**src/rtl/core/plc_pkg.sv**
```systemverilog
// Package with the shared types and codes of the ping liveness checker.
`timescale 1ns / 1ps

package plc_pkg;

    // Command codes of an input item.
    localparam logic [1:0] CMD_START = 2'd0;
    localparam logic [1:0] CMD_TICK  = 2'd1;
    localparam logic [1:0] CMD_REPLY = 2'd2;
    localparam logic [1:0] CMD_STOP  = 2'd3;

    // Event codes of a result item.
    localparam logic [1:0] EV_SEND       = 2'd0;
    localparam logic [1:0] EV_PASS       = 2'd1;
    localparam logic [1:0] EV_UNPINGABLE = 2'd2;

    // Saturation limit of the per-check counters.
    localparam logic [7:0] COUNT_MAX = 8'hFF;

    // One input item.
    typedef struct packed {
        logic [1:0]  command;
        logic [3:0]  slot;
        logic [31:0] now_seconds;
        logic [15:0] echo_id;
        logic [7:0]  send_limit;
        logic [7:0]  reply_minimum;
    } plc_in_t;

    // One result item.
    typedef struct packed {
        logic [3:0]  out_slot;
        logic [1:0]  event_res;
        logic [15:0] sequence_res;
        logic [15:0] ident;
    } plc_out_t;

    // One entry of the check table memory.
    typedef struct packed {
        logic [15:0] ident;
        logic [7:0]  sent_count;
        logic [7:0]  reply_count;
        logic [31:0] last_send_time;
        logic [7:0]  attempt_limit;
        logic [7:0]  needed_replies;
    } entry_t;

    localparam int ENTRY_W = $bits(entry_t);

    // Decision for a start or service tick, from the evaluator to the controller.
    typedef struct packed {
        logic        emit;
        logic        write;
        logic        keep_active;
        logic [15:0] gen_next;
        entry_t      wr_entry;
        plc_out_t    result;
    } decision_t;

endpackage

```
**src/rtl/core/plc_ram.sv**
```systemverilog
// Generic single-write, single-read RAM with a registered read port.
`timescale 1ns / 1ps

module plc_ram #(
    parameter int WIDTH = 8,
    parameter int DEPTH = 16,
    localparam int AW = (DEPTH > 1) ? $clog2(DEPTH) : 1
) (
    input  logic             clk,
    input  logic             we,
    input  logic [AW-1:0]    waddr,
    input  logic [WIDTH-1:0] wdata,
    input  logic [AW-1:0]    raddr,
    output logic [WIDTH-1:0] rdata
);

    logic [WIDTH-1:0] mem [DEPTH];

    // Write port and registered read port.
    always_ff @(posedge clk)
    begin
        if (we)
        begin
            mem[waddr] <= wdata;
        end
        rdata <= mem[raddr];
    end

endmodule

```
**src/rtl/core/plc_eval.sv**
```systemverilog
// Evaluator that decides the outcome of a start command or a service tick.
`timescale 1ns / 1ps

module plc_eval
    import plc_pkg::*;
(
    input  plc_in_t     item,
    input  entry_t      entry,
    input  logic [7:0]  reply_wait,
    input  logic [15:0] gen,
    output decision_t   dec
);

    logic [15:0] ident_sum;
    logic [15:0] ident_new;
    logic [31:0] elapsed;
    logic [7:0]  sent_new;

    // Next odd identifier: add two, then one more if the sum is even.
    assign ident_sum = gen + 16'd2;
    assign ident_new = ident_sum[0] ? ident_sum : ident_sum + 16'd1;

    // Time since the last send, modulo 2^32.
    assign elapsed = item.now_seconds - entry.last_send_time;

    // Sent count for a resend, saturating.
    assign sent_new = (entry.sent_count != COUNT_MAX) ? entry.sent_count + 8'd1
                                                      : entry.sent_count;

    always_comb
    begin
        dec                     = '0;
        dec.gen_next            = gen;
        dec.wr_entry            = entry;
        dec.result.out_slot     = item.slot;
        dec.result.ident        = entry.ident;
        dec.result.event_res    = EV_SEND;
        dec.result.sequence_res = 16'd0;
        if (item.command == CMD_START)
        begin
            // Fresh check: first request carries sequence number one.
            dec.emit                    = 1'b1;
            dec.write                   = 1'b1;
            dec.keep_active             = 1'b1;
            dec.gen_next                = ident_new;
            dec.wr_entry.ident          = ident_new;
            dec.wr_entry.sent_count     = 8'd1;
            dec.wr_entry.reply_count    = 8'd0;
            dec.wr_entry.last_send_time = item.now_seconds;
            dec.wr_entry.attempt_limit  = item.send_limit;
            dec.wr_entry.needed_replies = item.reply_minimum;
            dec.result.ident            = ident_new;
            dec.result.sequence_res     = 16'd1;
        end
        else if (elapsed > {24'd0, reply_wait})
        begin
            dec.emit = 1'b1;
            if (entry.sent_count >= entry.attempt_limit)
            begin
                // Out of attempts.
                dec.result.event_res = EV_UNPINGABLE;
            end
            else if (entry.reply_count < entry.needed_replies)
            begin
                // Not enough replies yet: send another request.
                dec.write                   = 1'b1;
                dec.keep_active             = 1'b1;
                dec.wr_entry.sent_count     = sent_new;
                dec.wr_entry.last_send_time = item.now_seconds;
                dec.result.sequence_res     = {8'd0, sent_new};
            end
            else
            begin
                dec.result.event_res = EV_PASS;
            end
        end
        else
        begin
            // Still inside the reply wait: nothing to do.
            dec.keep_active = 1'b1;
        end
    end

endmodule

```
**src/rtl/core/ping_liveness_checker_core.sv**
```systemverilog
// Top level of the ping liveness checker: controller, check table and result register.
`timescale 1ns / 1ps
//
// Commands arrive on the item channel (valid/ready) and results leave on the
// result channel (valid/ready); each transfer moves one packed struct.
// The check table lives in a RAM with a registered read port; the
// active flags are flip-flops cleared by reset.
// A start or service tick reads the table entry as the item is taken, then
// decides, writes back and loads the result register in ST_EXEC. A stop or
// an ignored command is handled in the idle state. An echo reply walks the
// table one slot per cycle through the single read port of the RAM.
// One item is in work at a time; the next item is taken as soon as the
// controller is idle, even while a result still waits in the output register.
// If the receiver stalls and the result register is still full, a start or
// tick that produces a result holds in ST_EXEC until the register
// frees up.
// Reset clears all active flags and the identifier generator and sets the
// reply wait to one second; table entries are not cleared, since a start
// writes an entry before its contents are ever used.
// The reply wait register is written on any cycle with wr_en high.

module ping_liveness_checker_core
    import plc_pkg::*;
#(
    parameter int CHECK_SLOTS = 16
) (
    input  logic       clk,
    input  logic       rst_n,
    input  logic       item_valid,
    output logic       item_ready,
    input  plc_in_t    item,
    output logic       result_valid,
    input  logic       result_ready,
    output plc_out_t   result,
    input  logic       wr_en,
    input  logic [7:0] wr_data
);

    localparam int IDX_W = (CHECK_SLOTS > 1) ? $clog2(CHECK_SLOTS) : 1;
    localparam logic [IDX_W-1:0] LAST_IDX = IDX_W'(CHECK_SLOTS - 1);
    localparam logic [8:0] SLOTS_LIM = 9'(CHECK_SLOTS);

    typedef enum logic [1:0] {
        ST_IDLE,
        ST_SCAN,
        ST_EXEC
    } state_t;

    state_t                 state_reg, state_next;
    plc_in_t                item_reg, item_next;
    plc_out_t               result_reg, result_next;
    logic                   result_valid_reg, result_valid_next;
    logic [CHECK_SLOTS-1:0] active_reg, active_next;
    logic [15:0]            gen_reg, gen_next;
    logic [7:0]             wait_reg, wait_next;
    logic [IDX_W-1:0]       chk_reg, chk_next;

    logic [IDX_W-1:0]       in_idx;
    logic [IDX_W-1:0]       item_idx;
    logic                   in_range;
    logic                   can_emit;
    logic                   ram_we;
    logic [IDX_W-1:0]       ram_waddr;
    logic [IDX_W-1:0]       ram_raddr;
    entry_t                 ram_wdata;
    logic [ENTRY_W-1:0]     ram_rdata;
    entry_t                 rd_entry;
    decision_t              dec;

    assign in_idx       = IDX_W'(item.slot);
    assign item_idx     = IDX_W'(item_reg.slot);
    assign in_range     = ({5'd0, item.slot} < SLOTS_LIM);
    assign can_emit     = !result_valid_reg || result_ready;
    assign rd_entry     = entry_t'(ram_rdata);
    assign item_ready   = (state_reg == ST_IDLE);
    assign result_valid = result_valid_reg;
    assign result       = result_reg;

    // Check table memory.
    plc_ram #(
        .WIDTH(ENTRY_W),
        .DEPTH(CHECK_SLOTS)
    ) u_table (
        .clk  (clk),
        .we   (ram_we),
        .waddr(ram_waddr),
        .wdata(ram_wdata),
        .raddr(ram_raddr),
        .rdata(ram_rdata)
    );

    // Outcome of a start or service tick.
    plc_eval u_eval (
        .item      (item_reg),
        .entry     (rd_entry),
        .reply_wait(wait_reg),
        .gen       (gen_reg),
        .dec       (dec)
    );

    // Controller next-state logic.
    always_comb
    begin
        state_next        = state_reg;
        item_next         = item_reg;
        result_next       = result_reg;
        result_valid_next = result_valid_reg && !result_ready;
        active_next       = active_reg;
        gen_next          = gen_reg;
        wait_next         = wr_en ? wr_data : wait_reg;
        chk_next          = chk_reg;
        ram_we            = 1'b0;
        ram_waddr         = item_idx;
        ram_wdata         = dec.wr_entry;
        ram_raddr         = item_idx;
        case (state_reg)
            ST_IDLE:
            begin
                ram_raddr = in_idx;
                if (item_valid)
                begin
                    item_next = item;
                    if (item.command == CMD_REPLY)
                    begin
                        // Walk starts at slot zero, read issued this cycle.
                        ram_raddr  = '0;
                        chk_next   = '0;
                        state_next = ST_SCAN;
                    end
                    else if (in_range)
                    begin
                        if (item.command == CMD_STOP)
                        begin
                            active_next[in_idx] = 1'b0;
                        end
                        else if (item.command == CMD_START || active_reg[in_idx])
                        begin
                            state_next = ST_EXEC;
                        end
                    end
                end
            end
            ST_SCAN:
            begin
                // Read the following slot while checking the current one.
                ram_raddr = (chk_reg == LAST_IDX) ? '0 : chk_reg + IDX_W'(1);
                ram_waddr = chk_reg;
                ram_wdata = rd_entry;
                ram_wdata.reply_count = rd_entry.reply_count + 8'd1;
                if (active_reg[chk_reg] && rd_entry.ident == item_reg.echo_id
                    && rd_entry.reply_count != COUNT_MAX)
                begin
                    ram_we = 1'b1;
                end
                chk_next = ram_raddr;
                if (chk_reg == LAST_IDX)
                begin
                    state_next = ST_IDLE;
                end
            end
            ST_EXEC:
            begin
                if (!dec.emit)
                begin
                    state_next = ST_IDLE;
                end
                else if (can_emit)
                begin
                    ram_we                = dec.write;
                    active_next[item_idx] = dec.keep_active;
                    gen_next              = dec.gen_next;
                    result_next           = dec.result;
                    result_valid_next     = 1'b1;
                    state_next            = ST_IDLE;
                end
            end
            default:
            begin
                state_next = ST_IDLE;
            end
        endcase
    end

    // State and registered outputs.
    always_ff @(posedge clk or negedge rst_n)
    begin
        if (!rst_n)
        begin
            state_reg        <= ST_IDLE;
            item_reg         <= '0;
            result_reg       <= '0;
            result_valid_reg <= 1'b0;
            active_reg       <= '0;
            gen_reg          <= 16'd0;
            wait_reg         <= 8'd1;
            chk_reg          <= '0;
        end
        else
        begin
            state_reg        <= state_next;
            item_reg         <= item_next;
            result_reg       <= result_next;
            result_valid_reg <= result_valid_next;
            active_reg       <= active_next;
            gen_reg          <= gen_next;
            wait_reg         <= wait_next;
            chk_reg          <= chk_next;
        end
    end

endmodule

```
**config.mk**
```make
export PLATFORM = sky130hd
export DESIGN_NAME = ping_liveness_checker_core
export DESIGN_NICKNAME = d
export VERILOG_FILES = /design/src/rtl/core/plc_pkg.sv /design/src/rtl/core/plc_ram.sv /design/src/rtl/core/plc_eval.sv /design/src/rtl/core/ping_liveness_checker_core.sv
export SDC_FILE = /design/constraint.sdc
export NUM_CORES = 2
export LEC_CHECK = 0
export BUFFER_PORTS_ARGS = -buffer_cell sky130_fd_sc_hd__buf_2
export CAP_MARGIN = 25
export CORE_ASPECT_RATIO = 1.5
export CORE_MARGIN = 1
export CORE_UTILIZATION = 40
export DETAILED_ROUTE_END_ITERATION = 7
export PLACE_DENSITY_LB_ADDON = 0.05
export REMOVE_ABC_BUFFERS = 1
export SLEW_MARGIN = 10
export SYNTH_ARGS = -nofsm -noshare
export SYNTH_HDL_FRONTEND = slang
export SYNTH_HIERARCHICAL = 1
export SYNTH_SLANG_ARGS = --single-unit
```
**constraint.sdc**
```tcl
create_clock -name clk -period 21.1 [get_ports clk]
set_input_delay 2.11 -clock clk [delete_from_list [all_inputs] [get_ports clk]]
set_output_delay 2.11 -clock clk [all_outputs]
set_load 0.005 [all_outputs]
```
==> insert_results.sql <==
INSERT INTO impl_metrics (metric_group, metric, value, unit) VALUES
('status', 'outcome', 'finished, final reports clean', ''),
('clock_network', 'insertion_delay', '810', 'ps'),
('clock_network', 'cts_max_level', '4', ''),
('timing', 'max_freq', '131', 'MHz'),
('setup_path', 'start_kind', 'flip-flop', ''),
('global_route', 'grt_antenna_before_repair', '2', ''),
('setup_path', 'critPathMostFrequentCell', 'buf_4', ''),
('global_route', 'global_route.usage.total', '21.5', '%'),
('placed_design', 'dpl_worst_slack', '13360', 'ps'),
('setup_path', 'worst_case_reg_to_reg_path_depth', '26', ''),
('setup_path', 'max_stage_delay', '730', 'ps'),
('die', 'pin_count', '123', ''),
('timing', 'relative_slew_margins', '29.3', '%'),
('placed_design', 'port-buffer-count', '122', ''),
('timing', 'postLayoutSetupSlackWorst', '13460', 'ps'),
('clock_network', 'cts_tree', 'built', ''),
('die', 'initial_utilization', '40.3', '%'),
('clock_network', 'ctsHoldBuffers', '0', ''),
('clock_network', 'cts.sink_count', '1514', ''),
('clock_network', 'cts_root_buffer', 'clkbuf_16', ''),
('timing', 'max_slew.worst_pin.slew', '1060', 'ps'),
('timing', 'layout_worst_path_cycle_share', '36.2', '%'),
('layout', 'final_area', '70200', 'sq um'),
('route', 'antenna_left', '0', ''),
('route', 'detail_route.vias_per_cell', '5.65', ''),
('layout', 'layout-drive-gt1-share', '27.2', '%'),
('die', 'placeableCoreArea', '155000', 'sq um'),
('timing', 'fin_worst_skew', '37.8', 'ps'),
('die', 'floorplan.die.height', '486', 'microns'),
('layout', 'largest_register_ffs', '1280', ''),
('timing', 'finalHoldViolations', '0', ''),
('setup_path', 'cell_with_the_largest_stage_delay_on_the_worst_path', 'buf_4', ''),
('setup_path', 'worst-endpoint-arrival', '8050', 'ps'),
('timing', 'rsz0062_at_grt', 'false', ''),
('route', 'num_vias', '32600', ''),
('power', 'worst_ir_drop_vdd', '0.143', 'mV'),
('timing', 'pins_over_their_slew_limit', '0', ''),
('power', 'power.density_cell_area', '172', 'nW/um^2'),
('layout', 'filler_cell_count', '13300', ''),
('timing', 'hold_ws', '496', 'ps'),
('route', 'initialDrtViolationCount', '2175', ''),
('hold_path', 'hold_path_class', 'reg2reg', ''),
('setup_path', 'critPathKind', 'reg2reg', ''),
('placed_design', 'dp.final_hpwl', '95900', 'microns'),
('flow_run', 'timing.max_cap.violations', '0', ''),
('route', 'drc_errors', '0', ''),
('setup_path', 'timing.critical_path.max_delay_family', 'simple AND/OR/NAND/NOR gates', ''),
('logic_synthesis', 'synth_area', '62400', 'sq um'),
('die', 'die_outline_area', '158000', 'sq um'),
('global_route', 'first_pass_grt_wire_length', '246000', 'microns'),
('timing', 'finalCriticalPeriod', '7640', 'ps'),
('route', 'routedWlPerCell', '29.1', 'microns'),
('route', 'wl', '168000', 'microns'),
('layout', 'area_delta_synth_final', '12.6', '%'),
('hold_path', 'timing.hold.worst_path_depth', '1', ''),
('logic_synthesis', 'netlist_instances', '3439', ''),
('placed_design', 'placedInstanceArea', '65200', 'sq um'),
('setup_path', 'worst-path-buf-inv', '4', ''),
('clock_network', 'ctsResizeCount', '0', ''),
('global_route', 'first_global_vias', '35100', ''),
('placed_design', 'globalplace.congestion', '0.857', ''),
('setup_path', 'timing.critical_path.to_type', 'flip-flop', ''),
('die', 'rows', '177', ''),
('die', 'die_w', '324', 'microns'),
('logic_synthesis', 'synth_area_per_cell', '18.1', 'sq um'),
('route', 'dr.pass1.iters', '5', ''),
('global_route', 'largest_net_degree_at_the_start_of_global_routing', '129', ''),
('timing', 'report.final.setup_viol', '0', ''),
('power', 'total_power', '12.1', 'mW'),
('setup_path', 'critical_path_cell_count', '26', ''),
('logic_synthesis', 'synth_warnings', '6', ''),
('clock_network', 'cts-buffers-inserted', '153', ''),
('clock_network', 'cts-root-to-sink-buffers', '3', ''),
('timing', 'finalSetupTns', '0', 'ps'),
('clock_network', 'cts.repair_timing.setup_buffer_count', '0', ''),
('setup_path', 'critical_path_peak_fanout', '56', ''),
('layout', 'fin_nets', '3730', ''),
('power', 'leakagePower', '23.7', 'nW'),
('clock_network', 'clk_pin_slew_worst_paths', '60', 'ps'),
('setup_path', 'cp.required', '21510', 'ps'),
('global_route', 'globalRouteOverflowTotal', '0', '');
-- metrics by stage --
stage,util (%),cells
final,45.4,5771
after global routing,45.4,5771
after CTS,45.3,5763
after detailed placement,42.1,5480
after global placement,42.1,5475
after floorplan,-,3236
-- power breakdown --
part / internal [mW] / switching, mW
combinational: 1.87 / 3.01
clock: 1.52 / 1.17
sequential: 4.31 / 0.228
total: 7.70 / 4.41
-- worst paths after layout --
check | slack, ps | end | start
setup / recovery | 13460 | u_table/mem[4][11] | item_reg[32]
hold / removal | 500 | item_reg[7] | item_reg[7]
setup reg to reg | 13460 | u_table/mem[4][11] | item_reg[32]
hold reg to reg | 500 | item_reg[7] | item_reg[7]
max in group asynchronous | 18530 | item_reg[1] | rst_n
min in group asynchronous | 1310 | item_reg[19] | rst_n
-- routing by layer --
metal | up-vias | track usage (%) | part of all wire [%]
met1 | 17600 | 27.3 | 41
met2 | 755 | 38.5 | 53
li1 | 14100 | - | -
met3 | 216 | 2.81 | 3.5
met5 | - | 0 | 0
met4 | 0 | 5.72 | 2.0
-- cells in the final DEF, fill, tap and decap left out, types with 40 or more instances in the layout --
master,count
o21ai_0,88
mux2_2,192
mux4_2,321
a22oi_1,164
nand2_1,184
edfxtp_1,1280
clkbuf_16,155
dfxtp_1,80
nand3_1,41
dfrtp_1,153
a21oi_1,58
nor2_1,61
ha_1,61
xnor2_1,40
inv_1,70
buf_4,63
buf_2,124
clkbuf_1,44
-- final cells by class --
cell class              count  area (sq um)  area share [%]
diodes                      1          2.50         0.00356
repair buffers            193          1230            1.75
clock inverters            76           776            1.10
clock buffers             207          4150            5.92
well taps                2058          2570            3.67
flip-flops and latches   1514         43900            62.5
multi-input cells        1649         17300            24.6
inverters                  73           282           0.401
No activity file was read; power rests on OpenSTA's default activity.
